`config.mk`:
```
export PLATFORM = sky130hd
export DESIGN_NAME = ordered_unique_set_store
export DESIGN_NICKNAME = d
export VERILOG_FILES = /design/src/rtl/ous_pkg.sv /design/src/rtl/ous_cell.sv /design/src/rtl/ordered_unique_set_store.sv
export SDC_FILE = /design/constraint.sdc
export NUM_CORES = 1
export LEC_CHECK = 0
export BUFFER_PORTS_ARGS = -buffer_cell sky130_fd_sc_hd__buf_2
export CAP_MARGIN = 20
export CORE_AREA = 2 2 246 200
export DETAILED_ROUTE_END_ITERATION = 6
export DIE_AREA = 0 0 248 202
export MAX_ROUTING_LAYER = met4
export PLACE_DENSITY = 0.77
export SETUP_SLACK_MARGIN = 0.3
export SYNTH_ARGS = -nofsm -noshare
export SYNTH_HDL_FRONTEND = slang
export SYNTH_HIERARCHICAL = 1
export SYNTH_SLANG_ARGS = --single-unit
```
`constraint.sdc`:
```
create_clock -name clk -period 11.1 [get_ports clk]
set_input_delay 1.665 -clock clk [delete_from_list [all_inputs] [get_ports clk]]
set_output_delay 1.665 -clock clk [all_outputs]
set_load 0.01 [all_outputs]
```
`src/rtl/ous_pkg.sv`:
```
package ous_pkg;

  localparam int unsigned ValueW   = 32;
  localparam int unsigned SetDepth = 16;
  localparam int unsigned CountW   = $clog2(SetDepth + 1);

  typedef enum logic [1:0] {
    MODE_INSERT = 2'd0,
    MODE_REMOVE = 2'd1,
    MODE_QUERY  = 2'd2,
    MODE_CLEAR  = 2'd3
  } mode_t;

  typedef struct packed {
    mode_t                     mode;
    logic signed [ValueW-1:0]  element_value;
  } in_t;

  typedef struct packed {
    logic              was_present;
    logic [CountW-1:0] element_count;
    logic              full_reject;
  } out_t;

  typedef struct packed {
    logic [ValueW-1:0] key;
    logic              ins;
    logic              rem;
  } cell_ctrl_t;

endpackage

```
`src/rtl/ous_cell.sv`:
```
module ous_cell #(
  parameter int unsigned IDX   = 0,
  parameter int unsigned CNT_W = 5
) (
  input  logic                         clk,
  input  ous_pkg::cell_ctrl_t          ctrl,
  input  logic [CNT_W-1:0]             count,
  input  logic [ous_pkg::ValueW-1:0]   right_val,
  input  logic                         seen_in,
  output logic                         seen_out,
  output logic                         hit,
  output logic [ous_pkg::ValueW-1:0]   val
);

  logic [ous_pkg::ValueW-1:0] val_r;
  logic [ous_pkg::ValueW-1:0] val_nxt;
  logic                       occupied;

  assign occupied = CNT_W'(IDX) < count;
  assign hit      = occupied && (val_r == ctrl.key);
  assign seen_out = seen_in | hit;
  assign val      = val_r;

  always_comb begin
    val_nxt = val_r;
    if (ctrl.ins && (count == CNT_W'(IDX))) begin
      val_nxt = ctrl.key;
    end else if (ctrl.rem && seen_out) begin
      val_nxt = right_val;
    end
  end

  always_ff @(posedge clk) begin
    val_r <= val_nxt;
  end

endmodule

```
`src/rtl/ordered_unique_set_store.sv`:
```
// Ordered set of up to SET_DEPTH distinct signed 32-bit values, kept in
// insertion order in a row of cells. Each transaction on the input carries a
// mode (insert, remove, query, clear) and a value, and yields exactly one
// result transaction with the membership before the operation, the count
// after it and a flag for an insert refused because the set is full. All
// cells compare the value at once and a remove shifts every later cell down
// by one in the same cycle, so a transaction is taken every clock cycle; the
// result sits in a single output register and the input stalls only while
// that register holds a result that the output side stalls. Each result
// shows in the cycle after its input is taken. The count port is 5 bits wide.
module ordered_unique_set_store (
  input  logic           clk,
  input  logic           rst_n,
  input  logic           in_valid,
  output logic           in_stall,
  input  ous_pkg::in_t   in_data,
  output logic           out_valid,
  input  logic           out_stall,
  output ous_pkg::out_t  out_data
);

  localparam int unsigned SET_DEPTH = ous_pkg::SetDepth;
  localparam int unsigned CNT_W     = ous_pkg::CountW;

  logic [CNT_W-1:0]            count_r;
  logic [CNT_W-1:0]            count_nxt;
  logic                        out_valid_r;
  logic                        out_valid_nxt;
  ous_pkg::out_t               out_data_r;
  ous_pkg::out_t               out_data_nxt;
  logic                        accept;
  logic                        present;
  logic                        full;
  logic                        reject;
  ous_pkg::cell_ctrl_t         ctrl;
  logic [SET_DEPTH:0]          seen;
  logic [SET_DEPTH-1:0]        hit_vec;
  logic [ous_pkg::ValueW-1:0]  cell_val [SET_DEPTH];

  assign in_stall  = out_valid_r & out_stall;
  assign accept    = in_valid & ~in_stall;
  assign out_valid = out_valid_r;
  assign out_data  = out_data_r;

  assign seen[0] = 1'b0;
  assign present = seen[SET_DEPTH];
  assign full    = count_r == CNT_W'(SET_DEPTH);
  assign reject  = (in_data.mode == ous_pkg::MODE_INSERT) && !present && full;

  always_comb begin
    ctrl.key = in_data.element_value;
    ctrl.ins = accept && (in_data.mode == ous_pkg::MODE_INSERT) && !present && !full;
    ctrl.rem = accept && (in_data.mode == ous_pkg::MODE_REMOVE) && present;
  end

  for (genvar i = 0; i < SET_DEPTH; i++) begin : g_cell
    logic [ous_pkg::ValueW-1:0] right_val;
    if (i == SET_DEPTH - 1) begin : g_last
      assign right_val = cell_val[i];
    end else begin : g_mid
      assign right_val = cell_val[i+1];
    end
    ous_cell #(
      .IDX   (i),
      .CNT_W (CNT_W)
    ) u_cell (
      .clk       (clk),
      .ctrl      (ctrl),
      .count     (count_r),
      .right_val (right_val),
      .seen_in   (seen[i]),
      .seen_out  (seen[i+1]),
      .hit       (hit_vec[i]),
      .val       (cell_val[i])
    );
  end

  always_comb begin
    count_nxt = count_r;
    if (accept) begin
      case (in_data.mode)
        ous_pkg::MODE_INSERT: begin
          if (ctrl.ins) begin
            count_nxt = count_r + CNT_W'(1);
          end
        end
        ous_pkg::MODE_REMOVE: begin
          if (ctrl.rem) begin
            count_nxt = count_r - CNT_W'(1);
          end
        end
        ous_pkg::MODE_CLEAR: begin
          count_nxt = '0;
        end
        default: begin
          count_nxt = count_r;
        end
      endcase
    end
  end

  always_comb begin
    out_valid_nxt = out_valid_r & out_stall;
    out_data_nxt  = out_data_r;
    if (accept) begin
      out_valid_nxt              = 1'b1;
      out_data_nxt.was_present   = present;
      out_data_nxt.element_count = ous_pkg::CountW'(count_nxt);
      out_data_nxt.full_reject   = reject;
    end
  end

  always_ff @(posedge clk) begin
    if (!rst_n) begin
      count_r     <= '0;
      out_valid_r <= 1'b0;
    end else begin
      count_r     <= count_nxt;
      out_valid_r <= out_valid_nxt;
    end
  end

  always_ff @(posedge clk) begin
    out_data_r <= out_data_nxt;
  end

  a_count_bound: assert property (@(posedge clk) disable iff (!rst_n)
    count_r <= CNT_W'(SET_DEPTH))
    else $error("held count beyond depth");

  a_unique_hit: assert property (@(posedge clk) disable iff (!rst_n)
    $onehot0(hit_vec))
    else $error("value held in more than one cell");

  a_reject_absent: assert property (@(posedge clk) disable iff (!rst_n)
    out_valid_r && out_data_r.full_reject |-> !out_data_r.was_present)
    else $error("refused insert of a value already held");

  a_clear_empties: assert property (@(posedge clk) disable iff (!rst_n)
    accept && (in_data.mode == ous_pkg::MODE_CLEAR) |=> count_r == '0)
    else $error("clear left entries behind");

  a_remove_shrinks: assert property (@(posedge clk) disable iff (!rst_n)
    ctrl.rem |=> count_r == $past(count_r) - CNT_W'(1))
    else $error("remove did not drop the count");

endmodule

```
==> results of run 1 <==
-- state kept, by name, indices dropped and copies added (netlist names) --
name	count
g_cell.u_cell/val	512
out_data	7
count_r	5
out_valid	1
-- placed cells by master (no fill, tap or decap), types with 5 or more instances in the layout --
cell type / count
xor2_1: 141
nand4b_1: 5
nor2b_1: 6
o211ai_1: 6
or2_1: 5
nand2b_1: 7
and2_1: 5
a21oi_1: 11
clkinv_1: 8
nand2_1: 26
nor4_1: 37
mux2_4: 234
mux2_2: 267
clkbuf_1: 14
xnor2_1: 362
inv_1: 19
nand4_1: 95
nor4_4: 6
edfxtp_1: 519
clkbuf_16: 55
and3_1: 5
clkinv_2: 14
bufinv_16: 6
buf_2: 46
buf_4: 79
nor2_1: 19
mux2_1: 11
nor3_1: 21
nor4_2: 7
nand3_1: 20
-- stage by stage --
step                      area, sq um  setup WS, ns  util [%]  power (mW)  hold slack, ns
after CTS                       32800          2.35      68.9        4.39           0.587
after global routing            32900          2.07      68.9        4.48           0.611
final                           32900          2.24      68.9        4.38           0.589
after detailed placement        31100          1.75      65.2        2.59           0.577
after floorplan                 30100          1.91         -        2.41           0.552
after global placement          31100          1.85      65.2        2.58           0.574
-- per-layer routing --
layer  up-vias  share of wire (%)  track usage [%]
met3       169                9.5             6.31
met5         -                  0                -
met2       960                 46             51.7
met1      9260                 42             48.1
met4         0                3.3             11.4
li1       7781                  -                -
-- area by class of cell --
class | count | area, sq um
sequential | 525 | 15700
fill | 3215 | 14800
multi-input combinational | 1392 | 13700
clock buffer | 69 | 1430
timing repair buffer | 126 | 851
tap | 629 | 787
clock inverter | 30 | 297
inverter | 20 | 75.1
antenna | 3 | 7.51
-- power by group --
group          internal [mW]  leakage, nW  total, mW  switching (mW)
registers               2.18         4.74       2.20          0.0194
logic                  0.125         5.88      0.355           0.230
clock network           1.04        0.851       1.83           0.781
-- worst max-delay path by stage --
| stage | end | slack (ns) |
|---|---|---|
| after floorplan | g_cell[11].u_cell/val[0] | 1.91 |
| after global placement | g_cell[3].u_cell/val[17] | 1.85 |
| after detailed placement | g_cell[3].u_cell/val[28] | 1.75 |
| after CTS | g_cell[3].u_cell/val[13] | 2.35 |
| after global routing | g_cell[14].u_cell/val[17] | 2.07 |
| final | g_cell[14].u_cell/val[23] | 2.24 |
==> metrics.txt, run 1 <==
Gate Count Post-Synth 1991; post-route insts no fill between 2000 and 3000; final setup violating endpoints 0; Levels on crit path 29; clk_lat worst skew 0.62 ns; CP Capture Type flip-flop; Inserted Clock Buffers 53; Max stage delay on crit path approximately 0.44 ns; layout cells sized above 1 between 30% and 40%; cell row count roughly 70; slew margin rel. between 20% and 30%; max_cap viols 0; Final nets 2158; crit path DAT a little over 9 ns; beginning of the critical path in_data[30]; clock root cell clkbuf_16; mapped cell area approximately 30000 sq um; hold depth 1; Max clock buf depth 3; Worst Path Required around 11 ns; largest net degree at the start of global routing 34; Vias between 15000 and 20000; FF-to-FF setup slack approximately 2.6 ns; HP Class flip-flop to flip-flop; Endpoint, Worst Hold g_cell[5].u_cell/val[14]; Hold-fix buffers, CTS 0; CTS resizes 0; Buffers & Inverters on Critical Path 6; placer congestion estimate slightly above 0.9; WL final around 84000 um; Final Hold Violating Endpoints 0; Initial DRT Pass Iterations 5; Ports 47; hold_sp g_cell[6].u_cell/val[14]; Routed Antenna Nets 0; RSZ-0062 raised after global routing no; Slew Limit Fails 0; Core ar. 47700 sq um; Setup CP Type input pin to flip-flop; pwr/cell area between 100 and 150 nW/um^2; post-DR wirelength/cell between 20 and 30 um; HPWL after detailed placement approximately 56000 um; fin crit period between 8 and 9 ns; Crit-path slowest cell buf_4; clock tree from TritonCTS built; DRT iter0 DRCs 2103; initial cell density of the core 63.1%; Slew @ Worst Pin between 1 and 1.5 ns; initial antenna violation count 5; cell mode on critical path buf_4; Worst Skew ~0.03 ns; Worst R2R Start count_r[4]; Setup Buffers After CTS 0; grt total ovfl 0; P_leak approximately 11 nW; Critical Path Start Type input pin; final worst-path cycle share roughly four fifths; via/cell ratio about 6.5; Syn Area/Cell ~15 sq um; Setup TNS 0 ns; delay-heaviest family, CP simple AND/OR/NAND/NOR gates; first-pass GRT wire length around 120000 um; residual DRC count 0; Die H between 200 and 250 um; total track usage 34.6%; worst-path fanout max 32; Buffers on Ports 46; chip width 248 um; vias in the first global route ~18000; Sink Count between 500 and 600; maximum VDD drop 147 uV; R2R cell count 29; number of H-tree levels 2; clk slew on worst S/H paths 0.06 ns; status finished clean; worst r2r dst g_cell[14].u_cell/val[23]; die area approximately 50000 sq um; fmax between 100 and 150 MHz; placed cells 2691; YS warnings 6; Syn-to-layout area delta 9.30%
Note: power is estimated with default switching activity, not from simulation.
==> run 2, diff against run 1 <==
--- a/config.mk
+++ b/config.mk
@@ -7,11 +7,11 @@
 export LEC_CHECK = 0
 export BUFFER_PORTS_ARGS = -buffer_cell sky130_fd_sc_hd__buf_2
 export CAP_MARGIN = 20
-export CORE_AREA = 2 2 246 200
+export CORE_AREA = 2 2 259 210
 export DETAILED_ROUTE_END_ITERATION = 6
-export DIE_AREA = 0 0 248 202
+export DIE_AREA = 0 0 261 212
 export MAX_ROUTING_LAYER = met4
-export PLACE_DENSITY = 0.77
+export PLACE_DENSITY = 0.74
 export SETUP_SLACK_MARGIN = 0.3
 export SYNTH_ARGS = -nofsm -noshare
 export SYNTH_HDL_FRONTEND = slang
==> constraint.sdc (replaced) <==
create_clock -name clk -period 7.3 [get_ports clk]
set_input_delay 1.095 -clock clk [delete_from_list [all_inputs] [get_ports clk]]
set_output_delay 1.095 -clock clk [all_outputs]
set_load 0.01 [all_outputs]
==> run 2 against run 1 <==
Compared with the run above: global-route usage is 2.5 points lower; die area is 10% higher; sequential cell count did not move; non-clock buffer count rose by 50; critical path depth is 1 lower; cell count grew 4.5%; largest power group unchanged.
==> metrics.txt, run 2 (synthesis gave the netlist of run 1 again) <==
status finished clean; WL final 86500 um; Syn-to-layout area delta 12.8%; clk slew on worst S/H paths about 0.070 ns; crit path DAT roughly 7.2 ns; GR Util met1 a little under half; delay-heaviest family, CP simple AND/OR/NAND/NOR gates; number of H-tree levels 2; pre-CTS WS between 0.15 and 0.2 ns; HPWL after detailed placement between 50000 and 60000 um; Crit-path slowest cell or4_4; max_cap viols 0; Sink Count 525; DRT iter0 DRCs approximately 2400; Worst Path Required between 7 and 8 ns; Final WS setup 0.463 ns; total track usage 32.2%; GR peak layer met2; Max stage delay on crit path ~0.57 ns; Ports 47; Buffers & Inverters on Critical Path 3; post-DR wirelength/cell roughly 30 um; fmax 146 MHz; final core occ 63.9%; P_leak 11.9 nW; GR Layer Usage met3 4.65%; Worst R2R Start count_r[4]; Inserted Clock Buffers 53; initial cell density of the core between 50% and 60%; clk_lat worst skew ~0.63 ns; final worst-path cycle share a little over nine tenths; Max clock buf depth 3; max reg flops between 500 and 600; Critical Path Start Type flip-flop; Final nets 2208; CP Capture Type flip-flop; met2 Use GR 48.2%; cell row count 76; final setup violating endpoints 0; fin crit period just under 7 ns; Slew Limit Fails 0; placer congestion estimate approximately 0.95; pwr/cell area approximately 200 nW/um^2; Setup CP Type flip-flop to flip-flop; die area between 50000 and 60000 sq um; Core ar. around 53000 sq um; slew margin rel. 54.1%; maximum VDD drop roughly 170 uV; Die H between 200 and 250 um; most frequent standard cell in the layout excluding fill and tap cells edfxtp_1; Slew @ Worst Pin approximately 0.69 ns; chip width 261 um; clock root cell clkbuf_16; grt total ovfl 0; Worst Skew slightly below 0.04 ns; clock tree from TritonCTS built; via/cell ratio 6.31; HP Class flip-flop to flip-flop; area post-placement between 30000 and 40000 sq um; first-pass GRT wire length approximately 120000 um; fill count 3863; Initial DRT Pass Iterations 5; Routed Antenna Nets 0; Setup TNS 0 ns; RSZ-0062 raised after global routing no; largest net degree at the start of global routing 33; initial antenna violation count 11; Vias roughly 18000; residual DRC count 0; final instance area 33900 sq um; layout cells sized above 1 a little under two fifths; Final Hold Violating Endpoints 0; Buffers on Ports between 40 and 50; worst-path fanout max 12; most frequent cells in the layout edfxtp_1, xnor2_1, mux2_2; beginning of the critical path count_r[4]; hold_sp g_cell[2].u_cell/val[12]; vias in the first global route about 18000
==> run 2: changes by cell type in the layout (fill, tap and decap cells not counted), moves of 3 or more <==
cell,before,now
diode_2,3,6
or2_2,3,0
clkinv_2,14,10
nand2b_1,7,4
bufinv_16,6,10
or2_4,1,4
nand2b_4,1,4
buf_4,79,95
buf_12,0,31
==> run 2: worst reg2reg max path: cells and delay by family, from the launching register on <==
kind	cells	cell delay, ns
AO/OA/AOI/OAI	5	0.96
buffers and inverters	3	0.54
flip-flops	1	0.39
multiplexers	1	0.35
AND/OR/NAND/NOR	19	4.35
==> run 2: repair_timing <==
item	in CTS	in global routing
setup endpoints to repair	0	71
endpoints found under the hold margin	0	0
hold buffers	0	0
resized for setup	0	3
setup buffers	0	3
==> run 2: area by class of cell <==
cell class	count	area, sq um	area share, %
well taps	702	878	2.59
flip-flops and latches	525	15700	46.3
diodes	6	15.0	0.0443
clock buffers	69	1430	4.21
multi-input cells	1392	13800	40.6
repair buffers	176	1640	4.83
clock inverters	31	407	1.20
inverters	20	75.1	0.221
==> run 2: final timing paths <==
path | endpoint | slack [ns] | cells after the start
max | g_cell[11].u_cell/val[16] | 0.46 | 28
min | g_cell[1].u_cell/val[12] | 0.59 | 1
max reg2reg | g_cell[11].u_cell/val[16] | 0.46 | 28
min reg2reg | g_cell[1].u_cell/val[12] | 0.59 | 1
==> run 2: power by group <==
part,switching (mW),internal (mW)
clock network,1.21,1.73
logic,0.361,0.210
registers,0.0277,3.32
==> run 2: per-layer routing <==
metal / wire, um / vias to the layer above
li1: - / 7884
met1: 36700 / 9432
met2: 39200 / 982
met3: 8070 / 133
met4: 2570 / 0
met5: 0 / -
==> run 2: per-stage QoR <==
step | total power [mW] | cells | hold slack, ns
finish | 6.86 | 2921 | 0.587
global route | 7.02 | 2918 | 0.600
CTS | 6.87 | 2909 | 0.586
detailed placement | 3.96 | 2809 | 0.577
global placement | 3.95 | 2809 | 0.573
floorplan | 3.66 | 1992 | 0.552
